## src/design/tvfp_pkg.sv

```systemverilog
// ----------------------------------------------------------------------------
// tvfp_pkg
// shared constants, types and command/status structs of the frame parser
// ----------------------------------------------------------------------------
`timescale 1ns / 1ps
`default_nettype none

package tvfp_pkg;

  localparam int FRAME_BUF_SIZE = 256;
  localparam int TAG_MAX        = 16;
  localparam int VALUE_MAX      = 32;

  localparam int TAG_DEPTH = TAG_MAX - 1;
  localparam int VAL_DEPTH = VALUE_MAX - 1;
  localparam int TL_W      = $clog2(TAG_MAX);
  localparam int VL_W      = $clog2(VALUE_MAX);
  localparam int TI_W      = (TAG_DEPTH > 1) ? $clog2(TAG_DEPTH) : 1;
  localparam int VI_W      = (VAL_DEPTH > 1) ? $clog2(VAL_DEPTH) : 1;
  localparam int FC_W      = $clog2(FRAME_BUF_SIZE);

  localparam logic [7:0] CH_STX     = 8'h02;
  localparam logic [7:0] CH_ETX     = 8'h03;
  localparam logic [7:0] CH_LF      = 8'h0A;
  localparam logic [7:0] CH_CR      = 8'h0D;
  localparam logic [7:0] CH_TAB     = 8'h09;
  localparam logic [7:0] SUM_MASK   = 8'h3F;
  localparam logic [7:0] SUM_OFFSET = 8'h20;

  typedef enum logic [1:0] {
    KIND_TAG   = 2'd0,
    KIND_VALUE = 2'd1,
    KIND_END   = 2'd2
  } kind_t;

  typedef enum logic [1:0] {
    FP_TAG   = 2'd0,
    FP_VALUE = 2'd1,
    FP_REST  = 2'd2
  } field_pos_t;

  typedef enum logic [1:0] {
    ST_ACCEPT,
    ST_END,
    ST_EMIT
  } state_t;

  typedef struct packed {
    logic accept;
    logic load_end;
    logic load_char;
  } cmd_t;

  typedef struct packed {
    logic ev_end;
    logic group_ok;
    logic out_free;
    logic emit_last;
  } stat_t;

endpackage

`default_nettype wire

```

## src/design/tvfp_dpath.sv

```systemverilog
// ----------------------------------------------------------------------------
// tvfp_dpath
// frame and group state, tag/value stores, checksum check and result register
// ----------------------------------------------------------------------------
`timescale 1ns / 1ps
`default_nettype none

module tvfp_dpath (
  input  wire logic              clk,
  input  wire logic              rst,
  input  wire logic [7:0]        rx_byte,
  input  wire tvfp_pkg::cmd_t    cmd,
  output tvfp_pkg::stat_t        stat,
  input  wire logic              res_stall,
  output logic                   res_valid,
  output logic [1:0]             kind,
  output logic [7:0]             char_byte,
  output logic                   last_of_run,
  output logic                   frame_status
);

  logic                      phase_frame;
  logic [tvfp_pkg::FC_W-1:0] frame_count;
  logic                      in_group;
  logic [7:0]                running_sum;
  logic [7:0]                previous_byte;
  logic                      group_nonzero;
  tvfp_pkg::field_pos_t      field_pos;
  logic [tvfp_pkg::TL_W-1:0] tag_length;
  logic [tvfp_pkg::VL_W-1:0] value_length;
  logic                      field_overflow;
  logic                      end_status;
  logic                      emit_tag;
  logic [tvfp_pkg::TL_W-1:0] tag_rd;
  logic [tvfp_pkg::VL_W-1:0] val_rd;

  logic [7:0] tag_store [tvfp_pkg::TAG_DEPTH];
  logic [7:0] value_store [tvfp_pkg::VAL_DEPTH];

  logic       is_etx, is_tab, is_cr, count_full, add_byte, tag_room, val_room;
  logic [7:0] sum_diff, sum_expect;
  logic       sum_ok;

  assign is_etx     = (rx_byte == tvfp_pkg::CH_ETX);
  assign is_tab     = (rx_byte == tvfp_pkg::CH_TAB);
  assign is_cr      = (rx_byte == tvfp_pkg::CH_CR);
  assign count_full = (frame_count == tvfp_pkg::FC_W'(tvfp_pkg::FRAME_BUF_SIZE - 1));
  assign add_byte   = cmd.accept && phase_frame && !is_etx && !count_full && in_group
                      && !is_cr;
  assign tag_room   = (tag_length < tvfp_pkg::TL_W'(tvfp_pkg::TAG_DEPTH));
  assign val_room   = (value_length < tvfp_pkg::VL_W'(tvfp_pkg::VAL_DEPTH));

  // checksum over all group bytes but the last, against the last
  assign sum_diff   = running_sum - previous_byte;
  assign sum_expect = (sum_diff & tvfp_pkg::SUM_MASK) + tvfp_pkg::SUM_OFFSET;
  assign sum_ok     = (sum_expect == previous_byte);

  always_comb begin
    stat.ev_end    = phase_frame && (is_etx || count_full);
    stat.group_ok  = phase_frame && !is_etx && !count_full && in_group && is_cr
                     && group_nonzero && sum_ok && (field_pos == tvfp_pkg::FP_REST)
                     && !field_overflow && (tag_length != '0) && (value_length != '0);
    stat.out_free  = !res_valid || !res_stall;
    stat.emit_last = !emit_tag && (val_rd == value_length - tvfp_pkg::VL_W'(1));
  end

  always_ff @(posedge clk) begin
    if (rst) begin
      phase_frame    <= 1'b0;
      frame_count    <= '0;
      in_group       <= 1'b0;
      running_sum    <= '0;
      previous_byte  <= '0;
      group_nonzero  <= 1'b0;
      field_pos      <= tvfp_pkg::FP_TAG;
      tag_length     <= '0;
      value_length   <= '0;
      field_overflow <= 1'b0;
      end_status     <= 1'b0;
      emit_tag       <= 1'b0;
      tag_rd         <= '0;
      val_rd         <= '0;
      res_valid      <= 1'b0;
    end else begin
      if (cmd.accept) begin
        if (!phase_frame) begin
          if (rx_byte == tvfp_pkg::CH_STX) begin
            phase_frame <= 1'b1;
            frame_count <= '0;
            in_group    <= 1'b0;
          end
        end else if (is_etx || count_full) begin
          phase_frame <= 1'b0;
          frame_count <= '0;
          in_group    <= 1'b0;
          end_status  <= !is_etx;
        end else begin
          frame_count <= frame_count + tvfp_pkg::FC_W'(1);
          if (!in_group) begin
            if (rx_byte == tvfp_pkg::CH_LF) begin
              in_group       <= 1'b1;
              running_sum    <= '0;
              previous_byte  <= '0;
              group_nonzero  <= 1'b0;
              field_pos      <= tvfp_pkg::FP_TAG;
              tag_length     <= '0;
              value_length   <= '0;
              field_overflow <= 1'b0;
            end
          end else if (is_cr) begin
            in_group <= 1'b0;
            emit_tag <= 1'b1;
            tag_rd   <= '0;
            val_rd   <= '0;
          end else begin
            running_sum   <= running_sum + rx_byte;
            previous_byte <= rx_byte;
            group_nonzero <= 1'b1;
            case (field_pos)
              tvfp_pkg::FP_TAG: begin
                if (is_tab) begin
                  field_pos <= tvfp_pkg::FP_VALUE;
                end else if (tag_room) begin
                  tag_length <= tag_length + tvfp_pkg::TL_W'(1);
                end else begin
                  field_overflow <= 1'b1;
                end
              end
              tvfp_pkg::FP_VALUE: begin
                if (is_tab) begin
                  field_pos <= tvfp_pkg::FP_REST;
                end else if (val_room) begin
                  value_length <= value_length + tvfp_pkg::VL_W'(1);
                end else begin
                  field_overflow <= 1'b1;
                end
              end
              default: begin
              end
            endcase
          end
        end
      end

      if (cmd.load_char) begin
        if (emit_tag) begin
          tag_rd <= tag_rd + tvfp_pkg::TL_W'(1);
          if (tag_rd == tag_length - tvfp_pkg::TL_W'(1)) begin
            emit_tag <= 1'b0;
          end
        end else begin
          val_rd <= val_rd + tvfp_pkg::VL_W'(1);
        end
      end

      if (cmd.load_end || cmd.load_char) begin
        res_valid <= 1'b1;
      end else if (!res_stall) begin
        res_valid <= 1'b0;
      end
    end
  end

  // character stores
  always_ff @(posedge clk) begin
    if (add_byte && !is_tab && (field_pos == tvfp_pkg::FP_TAG) && tag_room) begin
      tag_store[tag_length[tvfp_pkg::TI_W-1:0]] <= rx_byte;
    end
    if (add_byte && !is_tab && (field_pos == tvfp_pkg::FP_VALUE) && val_room) begin
      value_store[value_length[tvfp_pkg::VI_W-1:0]] <= rx_byte;
    end
  end

  // result register
  always_ff @(posedge clk) begin
    if (cmd.load_end) begin
      kind         <= tvfp_pkg::KIND_END;
      char_byte    <= '0;
      last_of_run  <= 1'b1;
      frame_status <= end_status;
    end else if (cmd.load_char) begin
      frame_status <= 1'b0;
      if (emit_tag) begin
        kind        <= tvfp_pkg::KIND_TAG;
        char_byte   <= tag_store[tag_rd[tvfp_pkg::TI_W-1:0]];
        last_of_run <= 1'b0;
      end else begin
        kind        <= tvfp_pkg::KIND_VALUE;
        char_byte   <= value_store[val_rd[tvfp_pkg::VI_W-1:0]];
        last_of_run <= stat.emit_last;
      end
    end
  end

endmodule

`default_nettype wire

```

## src/design/tvfp_ctrl.sv

```systemverilog
// ----------------------------------------------------------------------------
// tvfp_ctrl
// sequencer: byte intake, frame-end result and character emission
// ----------------------------------------------------------------------------
`timescale 1ns / 1ps
`default_nettype none

module tvfp_ctrl (
  input  wire logic            clk,
  input  wire logic            rst,
  input  wire logic            rx_valid,
  output logic                 rx_stall,
  input  wire tvfp_pkg::stat_t stat,
  output tvfp_pkg::cmd_t       cmd
);

  tvfp_pkg::state_t state, state_next;

  always_ff @(posedge clk) begin
    if (rst) begin
      state <= tvfp_pkg::ST_ACCEPT;
    end else begin
      state <= state_next;
    end
  end

  always_comb begin
    state_next    = state;
    cmd           = '0;
    rx_stall      = 1'b1;
    case (state)
      tvfp_pkg::ST_ACCEPT: begin
        rx_stall   = 1'b0;
        cmd.accept = rx_valid;
        if (rx_valid) begin
          if (stat.ev_end) begin
            state_next = tvfp_pkg::ST_END;
          end else if (stat.group_ok) begin
            state_next = tvfp_pkg::ST_EMIT;
          end
        end
      end
      tvfp_pkg::ST_END: begin
        if (stat.out_free) begin
          cmd.load_end = 1'b1;
          state_next   = tvfp_pkg::ST_ACCEPT;
        end
      end
      tvfp_pkg::ST_EMIT: begin
        if (stat.out_free) begin
          cmd.load_char = 1'b1;
          if (stat.emit_last) begin
            state_next = tvfp_pkg::ST_ACCEPT;
          end
        end
      end
      default: begin
        state_next = tvfp_pkg::ST_ACCEPT;
      end
    endcase
  end

endmodule

`default_nettype wire

```

## src/design/tag_value_frame_parser_top.sv

```systemverilog
// ----------------------------------------------------------------------------
// tag_value_frame_parser_top
// parses STX/ETX framed LF..CR tag/value groups, emits checked groups
// ----------------------------------------------------------------------------
// channel   dir  handshake            payload
// rx        in   rx_valid/rx_stall    rx_byte
// res       out  res_valid/res_stall  kind, char_byte, last_of_run, frame_status
//
// a byte that causes no result leaves rx free for the next byte
// a CR closing a valid group emits its tag_length + value_length stored chars
// (max 46), tag then value, one per cycle unless res_stall holds; rx stalled meanwhile
// ETX or frame overflow loads one frame-end beat through the result register
// res_stall holds the result register and pauses emission; rst clears control,
// the character stores are not cleared
// ----------------------------------------------------------------------------
`timescale 1ns / 1ps
`default_nettype none

module tag_value_frame_parser_top (
  input  wire logic       clk,
  input  wire logic       rst,
  input  wire logic       rx_valid,
  output logic            rx_stall,
  input  wire logic [7:0] rx_byte,
  output logic            res_valid,
  input  wire logic       res_stall,
  output logic [1:0]      kind,
  output logic [7:0]      char_byte,
  output logic            last_of_run,
  output logic            frame_status
);

  tvfp_pkg::cmd_t  cmd;
  tvfp_pkg::stat_t stat;

  tvfp_ctrl u_ctrl (
    .clk      (clk),
    .rst      (rst),
    .rx_valid (rx_valid),
    .rx_stall (rx_stall),
    .stat     (stat),
    .cmd      (cmd)
  );

  tvfp_dpath u_dpath (
    .clk          (clk),
    .rst          (rst),
    .rx_byte      (rx_byte),
    .cmd          (cmd),
    .stat         (stat),
    .res_stall    (res_stall),
    .res_valid    (res_valid),
    .kind         (kind),
    .char_byte    (char_byte),
    .last_of_run  (last_of_run),
    .frame_status (frame_status)
  );

endmodule

`default_nettype wire

```

## config.mk

```make
export PLATFORM = sky130hd
export DESIGN_NAME = tag_value_frame_parser_top
export DESIGN_NICKNAME = d
export VERILOG_FILES = /design/src/design/tvfp_pkg.sv /design/src/design/tvfp_dpath.sv /design/src/design/tvfp_ctrl.sv /design/src/design/tag_value_frame_parser_top.sv
export SDC_FILE = /design/constraint.sdc
export NUM_CORES = 1
export LEC_CHECK = 0
export ABC_AREA = 1
export BUFFER_PORTS_ARGS = -buffer_cell sky130_fd_sc_hd__buf_2
export CAP_MARGIN = 5
export CORE_MARGIN = 8
export CORE_UTILIZATION = 43
export CTS_BUF_LIST = sky130_fd_sc_hd__clkbuf_4 sky130_fd_sc_hd__clkbuf_8
export DETAILED_ROUTE_END_ITERATION = 10
export HOLD_SLACK_MARGIN = 0.05
export MAX_ROUTING_LAYER = met4
export SETUP_SLACK_MARGIN = 0.02
export SYNTH_ARGS = -nofsm -noshare
export SYNTH_HDL_FRONTEND = slang
export SYNTH_SLANG_ARGS = --single-unit
```

## constraint.sdc

```tcl
create_clock -name clk -period 2.1 [get_ports clk]
set_input_delay 0.105 -clock clk [delete_from_list [all_inputs] [get_ports clk]]
set_output_delay 0.105 -clock clk [all_outputs]
set_load 0.05 [all_outputs]
```

==> flow_summary.ini, run 1 <==
[critical_path]
cp_max_fo = 6
timing.rr.start = u_dpath.frame_count[0]$_SDFFE_PP0P_
timing.critical_path.from = u_dpath.frame_count[0]$_SDFFE_PP0P_
required_ns = 2.40
crit_type = flop to flop
cp-start-kind = flop
worstPathArrival_ns = 2.39
crit_path_end_kind = flop

[yosys]
synth.ff_latch_count = 431
synthXorXnorAreaFrac = 0.01183
synth_compound_area_frac = 0.09412
syn_inst = 1739
synthAdderAreaFrac = 0.01704
yosysWarnings = 0
syn_area_sq_um = 18510
seq_area_frac_synth = 0.6659
syn_area_per_cell_sq_um = 10.64
yosysUniqueCellTypes = 38
async_flop_share = 0
synthFlopType = edfxtp_1
synth_edf_count = 369
synthSimpleGateAreaFrac = 0.1743
synth_top_family_by_area = simple AND/OR/NAND/NOR gates
syn_nets = 1775
synth.area.mux_share = 0.0005409

[sta]
drv_slew = 0
worstMarginPinSlew_ns = 0.7322
timing.final.crit_share = 0.9935
whs_ns = 0.1088
hold_violations = 0
rsz0062_at_grt = yes
fmax_mhz = 479.3
setup_viol = 0
layout_min_cycle_time_ns = 2.086
finClkSkew_ns = 0.03399
maxSlewHeadroom = 0.5119

[die]
die-area_sq_um = 49930
ios = 26
core_region_area_sq_um = 42790
start_util = 0.4325
die_w_um = 223.5
die-height_um = 223.5
rows = 76

[routing]
drtPass1Iterations = 5
wirelength_mm = 51.38
drc = 0
vias = 13700
drt_iter0_drc = 1226
wire_per_inst_um = 20.40
ant_nets = 0
via_per_inst = 5.439

[worst_hold_path]
hold_path.class = input port to flop
min_from = rx_byte[5]

[layout]
multi_input_area_sq_um = 5918
nets = 1955
final_util = 0.5272
antenna_cells = 0
num-fill-cells = 3679
syn_to_final_growth_pct = 21.91
drive_gt1_frac = 0.1997
post-route-cell-area_sq_um = 22560
final-seq-area_sq_um = 12340

[clocking]
cts_htree_levels = 3
cts_buffers = 69
clock_latency_ns = 0.61
clock_path_buffers = 3
cts_tree = built
path_clk_slew_ns = 0.06
clockRootBuffer = clkbuf_8
cts_num_sinks = 431

[grt]
antenna_found_initial = 4
grt_pass1_wl_mm = 76.91
grt_max_degree = 63
grt_overflow_total = 0
grt_usage = 0.2080
first_global_vias = 13290

[place]
place_congestion = 0.8871
io_buffers = 25
hpwl_mm = 32.91
placed_area_sq_um = 20330

[power]
totalPowerFinal_uw = 17650
vdd_drop_max_uv = 439.6
leakagePower_uw = 0.008205
power_density_nw_per_um2 = 782.4

[run_status]
status = complete, no violations

[job]
cap_violations = 0
==> per-layer routing <==
layer | global-route usage | part of all wire
met5 | - | 0
met4 | 0.07923 | 0.029
met3 | 0.03336 | 0.069
met2 | 0.3349 | 0.48
met1 | 0.2633 | 0.42
==> synthesized netlist by cell type, types with 3 or more instances <==
cell type	instances	area, sq um
edfxtp_1	369	11080
nor2_1	309	1160
nand2_1	295	1107
o21ai_0	161	805.8
nand3_1	130	650.6
a21oi_1	77	385.4
inv_1	75	281.5
clkbuf_1	62	232.7
dfxtp_1	62	1241
o211ai_1	44	330.3
o22ai_1	23	143.9
ha_1	22	275.3
xor2_1	21	183.9
buf_2	18	90.09
nand4_1	11	68.82
inv_2	6	22.52
buf_1	5	18.77
clkinv_1	5	18.77
nand2_2	4	25.02
nand3_2	4	40.04
nand3_4	4	70.07
xnor2_1	4	35.03
a211oi_1	3	22.52
a31oi_1	3	18.77
nor2_2	3	18.77
==> state kept, by name (all words and copies together), names as in the netlist <==
name,count
u_dpath.kind,2
u_dpath.field_pos,2
u_dpath.frame_count,8
u_dpath.emit_tag,1
u_dpath.end_status,1
u_dpath.val_rd,5
u_ctrl.state,2
u_dpath.previous_byte,8
u_dpath.char_byte,8
u_dpath.tag_store,120
u_dpath.res_valid,1
u_dpath.value_store,248
u_dpath.last_of_run,1
u_dpath.tag_rd,4
u_dpath.field_overflow,1
u_dpath.running_sum,6
u_dpath.frame_status,1
u_dpath.tag_length,4
u_dpath.phase_frame,1
u_dpath.group_nonzero,1
u_dpath.in_group,1
u_dpath.value_length,5
==> metrics by stage <==
step           std cells  setup TNS (ns)  worst slack, ns
2_1_floorplan       1739          -11.31         -0.07066
3_3_place_gp        2373          -53.88          -0.2207
3_5_place_dp        2373          -57.96          -0.2169
4_1_cts             2514         -0.2871         -0.01368
5_1_grt             2519          -11.84         -0.08391
6_report            2519               0          0.01361
==> layout make-up <==
class	instances	area share
Clock buffer	97	0.05474
Clock inverter	28	0.01048
Inverter	86	0.01431
Multi-Input combinational cell	1136	0.2623
Sequential cell	431	0.5468
Tap cell	546	0.03028
Timing Repair Buffer	195	0.08103
==> worst max-delay path, cell delays in order (launching register included) <==
cell	delay, ns
dfxtp_2	0.34
ha_4	0.17
nand2_4	0.06
nor2_2	0.04
nand4_1	0.10
nand2_2	0.10
nor2_4	0.11
nand2_4	0.08
nor2_8	0.12
buf_12	0.14
nand3_4	0.09
buf_12	0.18
nor2_4	0.11
buf_6	0.13
==> placed cells by master (no fill, tap or decap), drive strengths merged, types with 3 or more instances in the layout <==
cell / count
xor2: 21
o22ai: 23
o21ai: 162
ha: 22
bufinv: 4
clkinv: 25
nand2: 299
nand3: 138
nand4: 11
o211ai: 44
a21oi: 77
dfxtp: 62
a211oi: 3
inv: 82
clkbuf: 99
nor2: 315
buf: 186
edfxtp: 369
clkinvlp: 3
a31oi: 3
xnor2: 4
dlygate4sd3: 7
==> final timing paths <==
check / endpoint / slack [ns] / cells past startpoint
worst max register to register: u_dpath.value_store[11][2]$_DFFE_PP_ / 0.01 / 13
worst max-delay path: u_dpath.value_store[11][2]$_DFFE_PP_ / 0.01 / 13
worst min-delay path: u_dpath.value_store[14][5]$_DFFE_PP_ / 0.11 / 2
worst min register to register: u_dpath.kind[1]$_SDFFE_PP1P_ / 0.46 / 2
==> power breakdown <==
part           total [uW]  switching [uW]  leakage [uW]  internal (uW)
combinational         680             537       0.00362            143
clock                7580            3280      0.000764           4300
sequential           9390            44.4       0.00382           9340
total               17700            3860       0.00820          13800
==> kinds of logic after synthesis <==
| kind of cell | Yosys count |
|---|---|
| AOI/OAI and AO/OA | 316 |
| xor gates and xnor gates | 25 |
| adders and majority gates | 24 |
| buffers and inverters | 172 |
| DFF | 431 |
| muxes | 1 |
| and+or+nand+nor | 770 |
==> timing repair <==
item	CTS	global route
buffers inserted	9	4
setup endpoints to repair	369	378
endpoints found under the hold margin	32	0
gates cloned	0	1
pin swaps	11	3
gates resized for setup	93	45
hold buffers	7	0
Power figures use the tool's default switching activity.
==> run 2: changes to the inputs <==
--- a/config.mk
+++ b/config.mk
@@ -9,4 +9,5 @@
 export BUFFER_PORTS_ARGS = -buffer_cell sky130_fd_sc_hd__buf_2
 export CAP_MARGIN = 5
+export CORE_ASPECT_RATIO = 0.9
 export CORE_MARGIN = 8
 export CORE_UTILIZATION = 43
==> constraint.sdc (replaced) <==
create_clock -name clk -period 2.1 [get_ports clk]
set_input_delay 0.525 -clock clk [delete_from_list [all_inputs] [get_ports clk]]
set_output_delay 0.525 -clock clk [all_outputs]
set_load 0.05 [all_outputs]
==> run 2 against run 1 <==
  * The flow now finishes with violations (negative setup slack)
  * Sequential power is essentially flat
  * Wire length grew 0.96%
  * First-iteration DRC count grew 33%
  * Core utilization grew 0.43 points
  * Highest routed layer unchanged
  * Die area is essentially flat
  * Sequential cell count is the same
  * Clock skew shrank 0.012 ns
  * Hold slack gained 0.14 ns
  * Sequential share of layout area shrank 0.35 points
  * Worst setup slack lost 0.066 ns
  * Critical path type unchanged
==> flow_summary.ini, run 2 (same netlist as run 1, synthesis figures left out) <==
[critical_path]
r2r_cells = 12
cp-start-kind = flop
required_ns = 2.39
crit_type = flop to flop
crit_end = u_dpath.value_store[27][5]$_DFFE_PP_
critPathBufInv = 2
worstPathArrival_ns = 2.44
worst_path_most_repeated_cell = nor2_4
crit_chain = ha_4, nand2_4, nor2_4, nand4_1, nand2_2, nor2_4, nand2_4, nor2_8, buf_12, nand3_4, buf_12, nor2_4
r2r-end = u_dpath.value_store[27][5]$_DFFE_PP_
crit_path_end_kind = flop
slowest_stage = dfxtp_2
cpPeakStageDelay_ns = 0.33
worst-path-stages = 12
critPathTopFamily = simple AND/OR/NAND/NOR gates
reg2reg_slack_ns = -0.05
timing.critical_path.from = u_dpath.frame_count[0]$_SDFFE_PP0P_
cp_max_fo = 8
timing.rr.start = u_dpath.frame_count[0]$_SDFFE_PP0P_

[grt]
grt_max_degree = 63
first_global_vias = 13596
antenna_found_initial = 4
grt_pass1_wl_mm = 79.37
grt_overflow_total = 0
grt_usage = 0.2126

[routing]
via_per_inst = 5.403
drtPass1Iterations = 6
drc = 0
wire_per_inst_um = 20.46
wirelength_mm = 51.88
vias = 13702
ant_nets = 0
drt_iter0_drc = 1634

[die]
ios = 26
die-area_sq_um = 49940
die_w_um = 234.7
start_util = 0.4334
core_region_area_sq_um = 42700
die-height_um = 212.8
rows = 72

[sta]
finalSetupTns_ns = -1.126
maxSlewHeadroom = 0.5170
fmax_mhz = 464.7
drv_slew = 0
worstMarginPinSlew_ns = 0.7244
timing.final.crit_share = 1.025
finClkSkew_ns = 0.02176
worst_slack_ns = -0.05202
setup_viol = 33
layout_min_cycle_time_ns = 2.152
whs_ns = 0.2521
rsz0062_at_grt = yes
hold_violations = 0

[place]
io_buffers = 25
place_congestion = 0.9182
hpwl_mm = 33.70
post-place-ws_ns = -0.5342
placed_area_sq_um = 20590

[layout]
nets = 1961
drive_gt1_frac = 0.2052
final_common_cell = edfxtp_1
post-route-cell-area_sq_um = 22700
layout_common_cells = 369 x edfxtp_1, 291 x nand2_1, 259 x nor2_1
largest_reg_flops = 248
syn_to_final_growth_pct = 22.64

[clocking]
path_clk_slew_ns = 0.06
clock_latency_ns = 0.63
cts_htree_levels = 3
cts_tree = built
cts_num_sinks = 431
clockRootBuffer = clkbuf_8
cts_buffers = 72
clock_path_buffers = 3

[power]
vdd_drop_max_uv = 346.1
power_density_nw_per_um2 = 790.2
leakagePower_uw = 0.008242
totalPowerFinal_uw = 17930

[worst_hold_path]
hold_path.class = input port to flop

[run_status]
violations = negative setup slack
status = finished with violations

[job]
cap_violations = 0
## run 2: repair_timing
action                                  CTS  global route
endpoints found under the setup margin  369           372
gates cloned                              0             0
gates resized for setup                  69            34
buffers inserted                         13             2
hold buffers                              0             0
pin swaps                                12            12
## run 2: through the flow
step | util | std cells
final | 0.5315 | 2536
after global routing | 0.5315 | 2536
after CTS | 0.5278 | 2532
after detailed placement | 0.4823 | 2391
after global placement | 0.4823 | 2391
after floorplan | - | 1739
## run 2: cell type report
| cell class | instances | area [sq um] |
|---|---|---|
| flip-flops and latches | 431 | 12330 |
| clock inverters | 31 | 314.1 |
| inverters | 86 | 322.8 |
| fillers | 3795 | 20010 |
| diodes | 2 | 5.005 |
| repair buffers | 198 | 1854 |
| clock buffers | 97 | 1197 |
| well taps | 555 | 694.4 |
| multi-input cells | 1136 | 5976 |
## run 2: worst min path at each step
| stage | startpoint | slack, ns | endpoint | depth (start not counted) |
|---|---|---|---|---|
| final | rst | 0.25 | u_dpath.previous_byte[2]$_SDFFE_PP0P_ | 2 |
| after global routing | rst | 0.24 | u_dpath.previous_byte[0]$_SDFFE_PP0P_ | 2 |
| after CTS | rst | 0.22 | u_dpath.previous_byte[2]$_SDFFE_PP0P_ | 2 |
| after detailed placement | u_dpath.group_nonzero$_SDFFE_PP0P_ | 0.46 | u_dpath.group_nonzero$_SDFFE_PP0P_ | 2 |
| after global placement | u_dpath.group_nonzero$_SDFFE_PP0P_ | 0.45 | u_dpath.group_nonzero$_SDFFE_PP0P_ | 2 |
| after floorplan | u_dpath.end_status$_SDFFE_PP0P_ | 0.43 | u_dpath.end_status$_SDFFE_PP0P_ | 2 |
## run 2: power breakdown
group,total (uW),switching [uW],internal [uW]
Combinational,683,542,141
Sequential,9390,39.8,9350
Clock,7860,3400,4470
Total,17900,3980,14000
## run 2: metal layers
layer,track usage,routed length [um],up-vias
met5,-,0,-
met1,0.2767,22260,6577
met3,0.03522,4010,113
met4,0.08967,1815,0
met2,0.3306,23790,562
li1,-,-,6450
